$ cat src/cbaa_pkg.sv
// Shared types, constants and the control-store program of the chunked bump arena allocator.
`timescale 1ns / 1ps

package cbaa_pkg;

  // Field widths on the ports.
  localparam int REQ_SIZE_W     = 17;
  localparam int CHUNK_BYTES_W  = 17;
  localparam int STATUS_W       = 2;
  localparam int CHUNK_INDEX_W  = 4;
  localparam int OFFSET_W       = 16;

  // A rounded size can carry one bit past the request width.
  localparam int SIZE_W         = REQ_SIZE_W + 1;

  localparam logic [CHUNK_BYTES_W-1:0] CHUNK_BYTES_RST = CHUNK_BYTES_W'(4096);

  // Default pool depth, handed to the top level as its parameter default.
  localparam int MAX_CHUNKS_DEF = 16;

  // Alignment of every allocation. It must be a power of two, so that
  // rounding up is an add and a mask.
  localparam int ALIGN_BYTES = 8;
  localparam logic [SIZE_W-1:0] ALIGN_MASK = SIZE_W'(ALIGN_BYTES - 1);

  // Result status codes.
  localparam logic [STATUS_W-1:0] ST_GRANT    = 2'd0;
  localparam logic [STATUS_W-1:0] ST_OVERSIZE = 2'd1;
  localparam logic [STATUS_W-1:0] ST_FULL     = 2'd2;

  // Steps of the control program, in the order of the control store.
  typedef enum logic [3:0] {
    S_INIT,
    S_IDLE,
    S_CHECK,
    S_FETCH,
    S_TEST,
    S_GROW,
    S_SH_RD,
    S_SH_WR,
    S_FILL,
    S_OUT
  } step_t;

  // Datapath operation selected by a control word.
  typedef enum logic [3:0] {
    OP_INIT,
    OP_IDLE,
    OP_CHECK,
    OP_FETCH,
    OP_TEST,
    OP_GROW,
    OP_SH_RD,
    OP_SH_WR,
    OP_FILL,
    OP_OUT
  } op_t;

  // Jump conditions tested by the sequencer.
  typedef enum logic [3:0] {
    C_NEVER,
    C_ALWAYS,
    C_NO_ACCEPT,
    C_OVERSIZE,
    C_FIT,
    C_MORE,
    C_FULL,
    C_K_ZERO,
    C_K_ONE,
    C_FILL_MORE,
    C_OUT_BUSY
  } cond_t;

  // One control word: an operation and two prioritized conditional jumps.
  // When neither jump is taken, the step counter advances by one.
  typedef struct packed {
    op_t   op;
    cond_t cond_a;
    step_t tgt_a;
    cond_t cond_b;
    step_t tgt_b;
  } ucode_t;

  function automatic ucode_t ucode_rom(input step_t step);
    ucode_t w;
    unique case (step)
      S_INIT:  w = '{OP_INIT,  C_NEVER,     S_INIT,  C_NEVER,  S_INIT};
      S_IDLE:  w = '{OP_IDLE,  C_NO_ACCEPT, S_IDLE,  C_NEVER,  S_INIT};
      S_CHECK: w = '{OP_CHECK, C_OVERSIZE,  S_OUT,   C_NEVER,  S_INIT};
      S_FETCH: w = '{OP_FETCH, C_NEVER,     S_INIT,  C_NEVER,  S_INIT};
      S_TEST:  w = '{OP_TEST,  C_FIT,       S_SH_RD, C_MORE,   S_TEST};
      S_GROW:  w = '{OP_GROW,  C_FULL,      S_OUT,   C_NEVER,  S_INIT};
      S_SH_RD: w = '{OP_SH_RD, C_K_ZERO,    S_FILL,  C_NEVER,  S_INIT};
      S_SH_WR: w = '{OP_SH_WR, C_K_ONE,     S_FILL,  C_ALWAYS, S_SH_WR};
      S_FILL:  w = '{OP_FILL,  C_FILL_MORE, S_FILL,  C_NEVER,  S_INIT};
      S_OUT:   w = '{OP_OUT,   C_OUT_BUSY,  S_OUT,   C_ALWAYS, S_IDLE};
      default: w = '{OP_INIT,  C_ALWAYS,    S_INIT,  C_NEVER,  S_INIT};
    endcase
    return w;
  endfunction

endpackage

$ cat src/cbaa_if.sv
// Request and response channel interfaces of the chunked bump arena allocator.
`timescale 1ns / 1ps

interface cbaa_req_if;
  logic                             valid;
  logic                             ready;
  logic [cbaa_pkg::REQ_SIZE_W-1:0]  req_size;

  modport source (output valid, output req_size, input ready);
  modport sink   (input valid, input req_size, output ready);
endinterface

interface cbaa_rsp_if;
  logic                               valid;
  logic                               ready;
  logic [cbaa_pkg::STATUS_W-1:0]      status;
  logic [cbaa_pkg::CHUNK_INDEX_W-1:0] chunk_index;
  logic [cbaa_pkg::OFFSET_W-1:0]      offset;

  modport source (output valid, output status, output chunk_index, output offset,
                  input ready);
  modport sink   (input valid, input status, input chunk_index, input offset,
                  output ready);
endinterface

$ cat src/chunked_bump_arena_allocator.sv
// Top level of the chunked bump arena allocator: control sequencer, datapath and chunk tables.
`timescale 1ns / 1ps

// Each request word carries a byte size; the block rounds it up to the
// alignment and answers with one response word holding a status, the chunk
// that serves the allocation and the byte offset inside that chunk. Chunks
// are searched in most-recently-used order and the first one with room wins
// and moves to the front. When none has room the pool grows to the next
// power of two of live chunks (capped at MAX_CHUNKS) and the newest chunk
// serves the request at offset zero; a full pool answers "no chunk can be
// added", and a size larger than a chunk answers "too large". Both tables
// (bytes used per chunk and the recency order) live in single-write,
// single-read memories, and a small control program steps the datapath
// through them. A refused oversize request skips the search; otherwise the
// search examines the chunks one after another in recency order, and each
// entry that moves in the recency order is read and rewritten through the
// recency memory in turn. The next request is taken while a response still
// waits on the output. After reset the block seeds the front of both tables
// before it accepts its first request. chunk_bytes may only be written while
// no request is in flight.
module chunked_bump_arena_allocator #(
  parameter int MAX_CHUNKS = cbaa_pkg::MAX_CHUNKS_DEF
) (
  input  logic                                clk,
  input  logic                                rst_n,
  input  logic                                cfg_we,
  input  logic [cbaa_pkg::CHUNK_BYTES_W-1:0]  cfg_wdata,
  cbaa_req_if.sink                            in_req,
  cbaa_rsp_if.source                          out_rsp
);

  // Index width for chunk ids and memory addresses, and count width that can
  // also hold MAX_CHUNKS itself.
  localparam int IW = (MAX_CHUNKS > 1) ? $clog2(MAX_CHUNKS) : 1;
  localparam int CW = $clog2(MAX_CHUNKS + 1);

  localparam int SW  = cbaa_pkg::SIZE_W;
  localparam int BW  = cbaa_pkg::CHUNK_BYTES_W;
  localparam int XW  = cbaa_pkg::CHUNK_INDEX_W;
  localparam int OW  = cbaa_pkg::OFFSET_W;
  localparam int STW = cbaa_pkg::STATUS_W;

  // Sequencer state.
  cbaa_pkg::step_t  step_r, step_nxt;
  cbaa_pkg::ucode_t cw;
  logic             hit_a, hit_b;

  // Configuration and pool bookkeeping.
  logic [BW-1:0]  cb_r, cb_nxt;
  logic [CW-1:0]  live_r, live_nxt;

  // Per-request working registers.
  logic [SW-1:0]  size_r, size_nxt;
  logic [CW-1:0]  pos_r, pos_nxt;
  logic [IW-1:0]  id_r, id_nxt;
  logic [CW-1:0]  k_r, k_nxt;
  logic [CW-1:0]  dist_r, dist_nxt;
  logic [IW-1:0]  base_r, base_nxt;
  logic [CW-1:0]  fcnt_r, fcnt_nxt;
  logic [CW-1:0]  j_r, j_nxt;
  logic           grow_r, grow_nxt;

  // Pending result and output register.
  logic [STW-1:0] res_st_r, res_st_nxt;
  logic [XW-1:0]  res_idx_r, res_idx_nxt;
  logic [OW-1:0]  res_off_r, res_off_nxt;
  logic           out_valid_r, out_valid_nxt;
  logic [STW-1:0] out_st_r, out_st_nxt;
  logic [XW-1:0]  out_idx_r, out_idx_nxt;
  logic [OW-1:0]  out_off_r, out_off_nxt;

  // Chunk tables.
  logic [BW-1:0]  used_mem [MAX_CHUNKS];
  logic [IW-1:0]  mru_mem  [MAX_CHUNKS];
  logic           used_we, used_re, mru_we, mru_re;
  logic [IW-1:0]  used_waddr, used_raddr, mru_waddr, mru_raddr;
  logic [BW-1:0]  used_wdata;
  logic [IW-1:0]  mru_wdata;
  logic [BW-1:0]  used_rdata_r;
  logic [IW-1:0]  mru_rdata_r;

  // Datapath arithmetic.
  logic [SW-1:0]    size_rnd;
  logic             oversize;
  logic             over_used;
  logic [BW-1:0]    room;
  logic             fit;
  logic [SW-1:0]    used_plus;
  logic [CW:0]      pos_p1, pos_p2, live_x;
  logic             more;
  logic [CW:0]      tgt_raw;
  logic [CW-1:0]    tgt;
  logic [IW-1:0]    tgt_m1;
  logic             full;
  logic [CW-1:0]    k_m1, k_m2, sh_waddr;
  logic [IW-1:0]    fill_id;
  logic [CW-1:0]    j_p1;
  logic [IW-1:0]    grant_id;
  logic [IW+XW-1:0] grant_ext;
  logic [XW-1:0]    grant_idx;
  logic             out_busy;

  assign cw = cbaa_pkg::ucode_rom(step_r);

  // Size rounding, fit test and pool-growth target.
  always_comb begin
    size_rnd  = (SW'(in_req.req_size) + cbaa_pkg::ALIGN_MASK) & ~cbaa_pkg::ALIGN_MASK;
    oversize  = size_r > SW'(cb_r);
    // A chunk already past the chunk size has no room, yet a zero size still fits.
    over_used = used_rdata_r > cb_r;
    room      = cb_r - used_rdata_r;
    fit       = over_used ? (size_r == '0) : (SW'(room) >= size_r);
    used_plus = SW'(used_rdata_r) + size_r;

    pos_p1 = (CW+1)'(pos_r) + (CW+1)'(1);
    pos_p2 = (CW+1)'(pos_r) + (CW+1)'(2);
    live_x = (CW+1)'(live_r);
    more   = pos_p1 < live_x;

    // Smallest power of two above the live count, then capped at the pool size.
    tgt_raw = '0;
    for (int b = CW; b >= 0; b--) begin
      if (((CW+1)'(1) << b) > live_x) begin
        tgt_raw = (CW+1)'(1) << b;
      end
    end
    if (tgt_raw > (CW+1)'(MAX_CHUNKS)) begin
      tgt_raw = (CW+1)'(MAX_CHUNKS);
    end
    tgt    = tgt_raw[CW-1:0];
    tgt_m1 = IW'(tgt - CW'(1));
    full   = tgt <= live_r;

    k_m1     = k_r - CW'(1);
    k_m2     = k_r - CW'(2);
    sh_waddr = k_m1 + dist_r;
    fill_id  = base_r - j_r[IW-1:0];
    j_p1     = j_r + CW'(1);

    grant_id  = (cw.op == cbaa_pkg::OP_GROW) ? tgt_m1 : id_r;
    grant_ext = {XW'(0), grant_id};
    grant_idx = grant_ext[XW-1:0];

    out_busy = out_valid_r && !out_rsp.ready;
  end

  // Jump conditions.
  always_comb begin
    hit_a = 1'b0;
    hit_b = 1'b0;
    case (cw.cond_a)
      cbaa_pkg::C_ALWAYS:    hit_a = 1'b1;
      cbaa_pkg::C_NO_ACCEPT: hit_a = !in_req.valid;
      cbaa_pkg::C_OVERSIZE:  hit_a = oversize;
      cbaa_pkg::C_FIT:       hit_a = fit;
      cbaa_pkg::C_MORE:      hit_a = more;
      cbaa_pkg::C_FULL:      hit_a = full;
      cbaa_pkg::C_K_ZERO:    hit_a = (k_r == '0);
      cbaa_pkg::C_K_ONE:     hit_a = (k_r == CW'(1));
      cbaa_pkg::C_FILL_MORE: hit_a = (j_p1 < fcnt_r);
      cbaa_pkg::C_OUT_BUSY:  hit_a = out_busy;
      default:               hit_a = 1'b0;
    endcase
    case (cw.cond_b)
      cbaa_pkg::C_ALWAYS:    hit_b = 1'b1;
      cbaa_pkg::C_NO_ACCEPT: hit_b = !in_req.valid;
      cbaa_pkg::C_OVERSIZE:  hit_b = oversize;
      cbaa_pkg::C_FIT:       hit_b = fit;
      cbaa_pkg::C_MORE:      hit_b = more;
      cbaa_pkg::C_FULL:      hit_b = full;
      cbaa_pkg::C_K_ZERO:    hit_b = (k_r == '0);
      cbaa_pkg::C_K_ONE:     hit_b = (k_r == CW'(1));
      cbaa_pkg::C_FILL_MORE: hit_b = (j_p1 < fcnt_r);
      cbaa_pkg::C_OUT_BUSY:  hit_b = out_busy;
      default:               hit_b = 1'b0;
    endcase
  end

  // Next step and datapath controls decoded from the control word.
  always_comb begin
    if (hit_a) begin
      step_nxt = cw.tgt_a;
    end else if (hit_b) begin
      step_nxt = cw.tgt_b;
    end else begin
      step_nxt = cbaa_pkg::step_t'(step_r + 4'd1);
    end

    cb_nxt        = cfg_we ? cfg_wdata : cb_r;
    live_nxt      = live_r;
    size_nxt      = size_r;
    pos_nxt       = pos_r;
    id_nxt        = id_r;
    k_nxt         = k_r;
    dist_nxt      = dist_r;
    base_nxt      = base_r;
    fcnt_nxt      = fcnt_r;
    j_nxt         = j_r;
    grow_nxt      = grow_r;
    res_st_nxt    = res_st_r;
    res_idx_nxt   = res_idx_r;
    res_off_nxt   = res_off_r;
    out_valid_nxt = out_valid_r && !out_rsp.ready;
    out_st_nxt    = out_st_r;
    out_idx_nxt   = out_idx_r;
    out_off_nxt   = out_off_r;

    in_req.ready = 1'b0;
    used_we      = 1'b0;
    used_re      = 1'b0;
    mru_we       = 1'b0;
    mru_re       = 1'b0;
    used_waddr   = '0;
    used_raddr   = '0;
    used_wdata   = '0;
    mru_waddr    = '0;
    mru_raddr    = '0;
    mru_wdata    = '0;

    unique case (cw.op)
      cbaa_pkg::OP_INIT: begin
        // Seed chunk zero: empty and at the front of the recency order.
        used_we = 1'b1;
        mru_we  = 1'b1;
      end
      cbaa_pkg::OP_IDLE: begin
        in_req.ready = 1'b1;
        if (in_req.valid) begin
          size_nxt = size_rnd;
        end
      end
      cbaa_pkg::OP_CHECK: begin
        pos_nxt     = '0;
        mru_re      = 1'b1;
        res_st_nxt  = cbaa_pkg::ST_OVERSIZE;
        res_idx_nxt = '0;
        res_off_nxt = '0;
      end
      cbaa_pkg::OP_FETCH: begin
        id_nxt     = mru_rdata_r;
        used_re    = 1'b1;
        used_raddr = mru_rdata_r;
        if (more) begin
          mru_re    = 1'b1;
          mru_raddr = pos_p1[IW-1:0];
        end
      end
      cbaa_pkg::OP_TEST: begin
        if (fit) begin
          used_we     = 1'b1;
          used_waddr  = id_r;
          used_wdata  = used_plus[BW-1:0];
          res_st_nxt  = cbaa_pkg::ST_GRANT;
          res_idx_nxt = grant_idx;
          res_off_nxt = used_rdata_r[OW-1:0];
          k_nxt       = pos_r;
          dist_nxt    = CW'(1);
          base_nxt    = id_r;
          fcnt_nxt    = CW'(1);
          j_nxt       = '0;
          grow_nxt    = 1'b0;
        end else if (more) begin
          // The id for the next position is already out of the recency memory.
          pos_nxt    = pos_p1[CW-1:0];
          id_nxt     = mru_rdata_r;
          used_re    = 1'b1;
          used_raddr = mru_rdata_r;
          if (pos_p2 < live_x) begin
            mru_re    = 1'b1;
            mru_raddr = pos_p2[IW-1:0];
          end
        end
      end
      cbaa_pkg::OP_GROW: begin
        if (full) begin
          res_st_nxt  = cbaa_pkg::ST_FULL;
          res_idx_nxt = '0;
          res_off_nxt = '0;
        end else begin
          // Old order slides back by the number of new chunks, which then
          // fill the front, newest first.
          k_nxt       = live_r;
          dist_nxt    = tgt - live_r;
          base_nxt    = tgt_m1;
          fcnt_nxt    = tgt - live_r;
          j_nxt       = '0;
          grow_nxt    = 1'b1;
          live_nxt    = tgt;
          res_st_nxt  = cbaa_pkg::ST_GRANT;
          res_idx_nxt = grant_idx;
          res_off_nxt = '0;
        end
      end
      cbaa_pkg::OP_SH_RD: begin
        if (k_r != '0) begin
          mru_re    = 1'b1;
          mru_raddr = k_m1[IW-1:0];
        end
      end
      cbaa_pkg::OP_SH_WR: begin
        mru_we    = 1'b1;
        mru_waddr = sh_waddr[IW-1:0];
        mru_wdata = mru_rdata_r;
        if (k_r > CW'(1)) begin
          mru_re    = 1'b1;
          mru_raddr = k_m2[IW-1:0];
        end
        k_nxt = k_m1;
      end
      cbaa_pkg::OP_FILL: begin
        mru_we    = 1'b1;
        mru_waddr = j_r[IW-1:0];
        mru_wdata = fill_id;
        if (grow_r) begin
          // The newest chunk takes the request; the others start empty.
          used_we    = 1'b1;
          used_waddr = fill_id;
          used_wdata = (j_r == '0) ? size_r[BW-1:0] : '0;
        end
        j_nxt = j_p1;
      end
      cbaa_pkg::OP_OUT: begin
        if (!out_busy) begin
          out_valid_nxt = 1'b1;
          out_st_nxt    = res_st_r;
          out_idx_nxt   = res_idx_r;
          out_off_nxt   = res_off_r;
        end
      end
      default: begin
      end
    endcase
  end

  // Control registers.
  always_ff @(posedge clk) begin
    if (!rst_n) begin
      step_r      <= cbaa_pkg::S_INIT;
      cb_r        <= cbaa_pkg::CHUNK_BYTES_RST;
      live_r      <= CW'(1);
      out_valid_r <= 1'b0;
    end else begin
      step_r      <= step_nxt;
      cb_r        <= cb_nxt;
      live_r      <= live_nxt;
      out_valid_r <= out_valid_nxt;
    end
  end

  // Payload and working registers.
  always_ff @(posedge clk) begin
    size_r    <= size_nxt;
    pos_r     <= pos_nxt;
    id_r      <= id_nxt;
    k_r       <= k_nxt;
    dist_r    <= dist_nxt;
    base_r    <= base_nxt;
    fcnt_r    <= fcnt_nxt;
    j_r       <= j_nxt;
    grow_r    <= grow_nxt;
    res_st_r  <= res_st_nxt;
    res_idx_r <= res_idx_nxt;
    res_off_r <= res_off_nxt;
    out_st_r  <= out_st_nxt;
    out_idx_r <= out_idx_nxt;
    out_off_r <= out_off_nxt;
  end

  // Bytes used per chunk.
  always_ff @(posedge clk) begin
    if (used_we) begin
      used_mem[used_waddr] <= used_wdata;
    end
    if (used_re) begin
      used_rdata_r <= used_mem[used_raddr];
    end
  end

  // Recency order, most recently used first.
  always_ff @(posedge clk) begin
    if (mru_we) begin
      mru_mem[mru_waddr] <= mru_wdata;
    end
    if (mru_re) begin
      mru_rdata_r <= mru_mem[mru_raddr];
    end
  end

  assign out_rsp.valid       = out_valid_r;
  assign out_rsp.status      = out_st_r;
  assign out_rsp.chunk_index = out_idx_r;
  assign out_rsp.offset      = out_off_r;

endmodule

$ cat src/flat_wrapper.sv
// flat-port wrapper written by rule: the top's interface ports become plain ports
module chunked_bump_arena_allocator_flat 
#(
  parameter int MAX_CHUNKS = cbaa_pkg::MAX_CHUNKS_DEF
)
  (clk, rst_n, cfg_we, cfg_wdata, in_req_valid, in_req_req_size, in_req_ready, out_rsp_valid, out_rsp_status, out_rsp_chunk_index, out_rsp_offset, out_rsp_ready);
  cbaa_req_if in_req_i ();
  cbaa_rsp_if out_rsp_i ();
  input  logic clk;
  input  logic rst_n;
  input  logic cfg_we;
  input  logic [cbaa_pkg::CHUNK_BYTES_W-1:0] cfg_wdata;
  input wire logic [$bits(in_req_i.valid)-1:0] in_req_valid;
  input wire logic [$bits(in_req_i.req_size)-1:0] in_req_req_size;
  output wire logic [$bits(in_req_i.ready)-1:0] in_req_ready;
  output wire logic [$bits(out_rsp_i.valid)-1:0] out_rsp_valid;
  output wire logic [$bits(out_rsp_i.status)-1:0] out_rsp_status;
  output wire logic [$bits(out_rsp_i.chunk_index)-1:0] out_rsp_chunk_index;
  output wire logic [$bits(out_rsp_i.offset)-1:0] out_rsp_offset;
  input wire logic [$bits(out_rsp_i.ready)-1:0] out_rsp_ready;
  assign in_req_i.valid = in_req_valid;
  assign in_req_i.req_size = in_req_req_size;
  assign in_req_ready = in_req_i.ready;
  assign out_rsp_valid = out_rsp_i.valid;
  assign out_rsp_status = out_rsp_i.status;
  assign out_rsp_chunk_index = out_rsp_i.chunk_index;
  assign out_rsp_offset = out_rsp_i.offset;
  assign out_rsp_i.ready = out_rsp_ready;
  chunked_bump_arena_allocator #(.MAX_CHUNKS(MAX_CHUNKS)) u_core (.clk(clk), .rst_n(rst_n), .cfg_we(cfg_we), .cfg_wdata(cfg_wdata), .in_req(in_req_i), .out_rsp(out_rsp_i));
endmodule
$ cat config.mk
export PLATFORM = sky130hd
export DESIGN_NAME = chunked_bump_arena_allocator_flat
export DESIGN_NICKNAME = d
export VERILOG_FILES = /design/src/cbaa_pkg.sv /design/src/cbaa_if.sv /design/src/chunked_bump_arena_allocator.sv /design/src/flat_wrapper.sv
export SDC_FILE = /design/constraint.sdc
export NUM_CORES = 1
export LEC_CHECK = 0
export BUFFER_PORTS_ARGS = -buffer_cell sky130_fd_sc_hd__buf_2
export CORE_MARGIN = 2
export CORE_UTILIZATION = 45
export CTS_BUF_LIST = sky130_fd_sc_hd__clkbuf_4 sky130_fd_sc_hd__clkbuf_8
export CTS_CLUSTER_DIAMETER = 80
export DETAILED_ROUTE_END_ITERATION = 6
export HOLD_SLACK_MARGIN = 0.1
export RECOVER_POWER = 25
export SLEW_MARGIN = 20
export SYNTH_ARGS = -nofsm -noshare
export SYNTH_HDL_FRONTEND = slang
export SYNTH_SLANG_ARGS = --single-unit
$ cat constraint.sdc
create_clock -name clk -period 14.05 [get_ports clk]
set_input_delay 1.405 -clock clk [delete_from_list [all_inputs] [get_ports clk]]
set_output_delay 1.405 -clock clk [all_outputs]
set_load 0.01 [all_outputs]
==> results.md <==
* Die Area at 52450 sq um
* Final net count at 1881
* Mean Syn Cell Area at 14.00 sq um
* Fraction of layout cells with a size suffix above 1 at 0.1639
* Crit-path max cell delay at 0.62 ns
* Fin Hold WS at 0.4184 ns
* Die Width at 229.0 um
* CTS max path bufs at 3
* Count leader, synth: edfxtp_1
* Final setup margin at 7.344 ns
* Share of the synthesized area in the top cell type at 0.5865
* Clock Skew at 0.04557 ns
* Port Buffers at 62
* CTS Buf Count at 80
* Tot GR Track Use at 0.2012
* Worst path top cell family by delay: compound AO/OA/AOI/OAI gates
* Cells after synthesis at 1627
* Setup repair bufs after CTS at 0
* Hold Path Stages at 0
* CTS tree: built
* Final Max Slew Viols at 28
* CP max stage cell: o21ai_0
* Worst-path clk slew at 0.06 ns
* Dominant cell type by area after synthesis: edfxtp_1
* Worst EP required at 14.33 ns
* Worst R2R End: u_core.used_mem[7][15]
* Hold Path Class: flop to flop
* H-tree Lvls at 3
* Status: complete, but fails checks
* Pwr Total at 4.146 mW
* Worst hold path startpoint: u_core.res_off_r[9]
* YS warnings at 0
* Sequential share of the synthesized area at 0.6234
* Overflow after GRT at 0
* DR iter-0 viols at 966
* Worst Hold Path EP: u_core.out_rsp.offset[9]
* Initial Util at 0.4551
* CP Max Fanout at 20
* Placed Area at 23950 sq um
* Peak supply drop at 79.38 uV
* Commonest register cell after synthesis: edfxtp_1
* # clock sinks at 487
* Final setup TNS at 0 ns
* Io pins at 63
* Gpl congestion at 0.8738
* Post-cts hold buffer count at 0
* Post-synth top cells: edfxtp_1 (445), inv_1 (97), ha_1 (94)
* Max-cap violation count at 1
* Detailed Place HPWL at 35.33 mm
* Post-route minimum period at 6.706 ns
* Drt via density at 5.579
* Cell variety after synth at 83
* Reg2reg path depth at 22
* Area Growth Syn to Fin at 11.95%
* Diode count at 0
* Placed insts at 2332
* Syn nets at 1765
* Post_cts resized at 0
* Period utilization at 0.4773
* Final Cell Area at 25510 sq um
* P per Cell Area at 162.6 nW/um^2
* Wire length per cell at 20.91 um
* Synth area leaders: edfxtp_1 (59%), ha_1 (5.2%), mux4_2 (5.0%)
* Worst-Margin Slew at 1.946 ns
* Critical path buffers and inverters at 0
* Clk root buf: clkbuf_8
* Startpoint Class: flop
* Failing checks: max-capacitance violations, max-slew violations
* Antenna violations before repair at 0
* Remaining antenna violation count at 0
* Largest net degree at the start of global routing at 58
* Core Region at 50070 sq um
* Post-synth ARST share at 0
* Reg-to-Reg Start: u_core.used_rdata_r[0]
* Endpoints failing setup at 0
* Vias at 13830
* Rows at 82
* Worst-Skew Late Latency at 0.67 ns
* DRT Pass-1 Iters at 5
* FF+latch count, synth at 487
* Relative slew slack at -0.2975
* Die Y at 229.0 um
* First-pass GRT wire length at 81.22 mm
* RSZ-0062 raised after global routing: no
* R2r setup slk at 7.34 ns
* Routed wire length at 51.83 mm
* Final core utilization at 0.5095
* LEAKAGE at 8.674 nW
* Post-synth EDFFs at 445
* Max Fclk at 0.1491 GHz
* Data arrival, critical path at 6.99 ns
* Drc violations at 0
* Syn Std Cell Area at 22780 sq um
* CP Class: flop to flop
* Crit-path cells: ha_1, fa_1, nor2b_1, o21ai_0, a21boi_0, o21ai_0, a21oi_1, o21a_1, o31ai_1, a21oi_1, nor2_1, or3_1, ha_1, a21oi_1, o211ai_1, o31ai_1, nand3_2, and2_0, nand2_1, nor3b_1, o21ai_0, nor2_2
* Hold Fails Final Rpt at 0
* Place WS at 7.432 ns
* CP Capture Type: flop
* Final cell count without fillers at 2478
* Vias in the first global route at 14160
[flip-flops by register name (all words and copies together), names as in the netlist]
signal                      count
u_core.res_st_r                 2
u_core.used_mem               272
u_core.k_r                      5
u_core.dist_r                   5
u_core.pos_r                    5
u_core.step_r                   4
u_core.j_r                      5
u_core.out_rsp.status           2
u_core.out_rsp.chunk_index      4
u_core.live_r                   5
u_core.grow_r                   1
u_core.mru_mem                 64
u_core.res_idx_r                4
u_core.size_r                  15
u_core.out_rsp.valid            1
u_core.mru_rdata_r              4
u_core.cw                      15
u_core.res_off_r               16
u_core.id_r                     4
u_core.used_rdata_r            17
u_core.cb_r                    17
u_core.out_rsp.offset          16
u_core.base_r                   4
[power by group]
part	total, mW	switching, mW	internal [mW]
Sequential	1.87	0.117	1.75
Clock	1.25	0.568	0.680
Combinational	1.03	0.623	0.408
Total	4.15	1.31	2.84
[placed cells by master, fill, tap and decap left out, types with 18 or more instances in the layout]
cell	n
o32ai_1	18
clkinv_1	22
nand2_1	74
clkbuf_1	33
nor2_1	84
mux2i_1	84
ha_1	94
dfxtp_1	42
mux4_2	51
edfxtp_1	445
o21ai_0	59
a22oi_1	22
mux2_2	18
xnor2_1	36
and3_1	24
o22ai_1	35
clkbuf_4	22
xor2_1	22
nor2b_1	39
a21o_1	18
buf_2	37
nand3_1	20
clkbuf_8	82
inv_1	97
a21oi_1	66
buf_4	26
[worst register-to-register path, delay by kind of cell, from the launching register on]
| family | cells | cell delay [ns] |
|---|---|---|
| adders and majority gates | 3 | 0.94 |
| and+or+nand+nor | 8 | 2.21 |
| AOI/OAI and AO/OA | 11 | 2.76 |
| DFF | 1 | 0.42 |
[logic make-up after synthesis]
logic type / count (synthesis) / synth area share
flip-flops: 487 / 0.6234
AND/OR/NAND/NOR: 357 / 0.08177
AO/OA/AOI/OAI: 311 / 0.09215
buffers and inverters: 162 / 0.02817
multiplexers: 153 / 0.09621
adder cells (fa/ha/maj): 99 / 0.05601
XOR/XNOR: 58 / 0.02230
[layer usage]
| layer | global-route usage | wire length, um |
|---|---|---|
| met4 | 0.07062 | 1132 |
| met2 | 0.3131 | 23750 |
| met1 | 0.2849 | 24250 |
| met5 | 0 | 0 |
| met3 | 0.03685 | 2694 |
[how the worst max path moves through the flow]
stage,start,endpoint,depth (start not counted)
after floorplan,u_core.used_rdata_r[2],u_core.used_mem[4][0],22
after global routing,u_core.used_rdata_r[0],u_core.used_mem[3][2],22
after CTS,u_core.used_rdata_r[2],u_core.used_mem[7][16],22
final,u_core.used_rdata_r[0],u_core.used_mem[7][15],22
after detailed placement,u_core.used_rdata_r[0],u_core.used_mem[7][13],22
after global placement,u_core.used_rdata_r[2],u_core.used_mem[7][13],22
[area by class of cell]
class | count | area [sq um]
fill | 4324 | 24560
sequential | 487 | 14200
multi-input combinational | 978 | 7978
clock buffer | 104 | 1294
tap | 672 | 840.8
timing repair buffer | 97 | 519.2
inverter | 99 | 371.6
clock inverter | 41 | 301.5
Note: power is estimated with default switching activity, not from simulation.
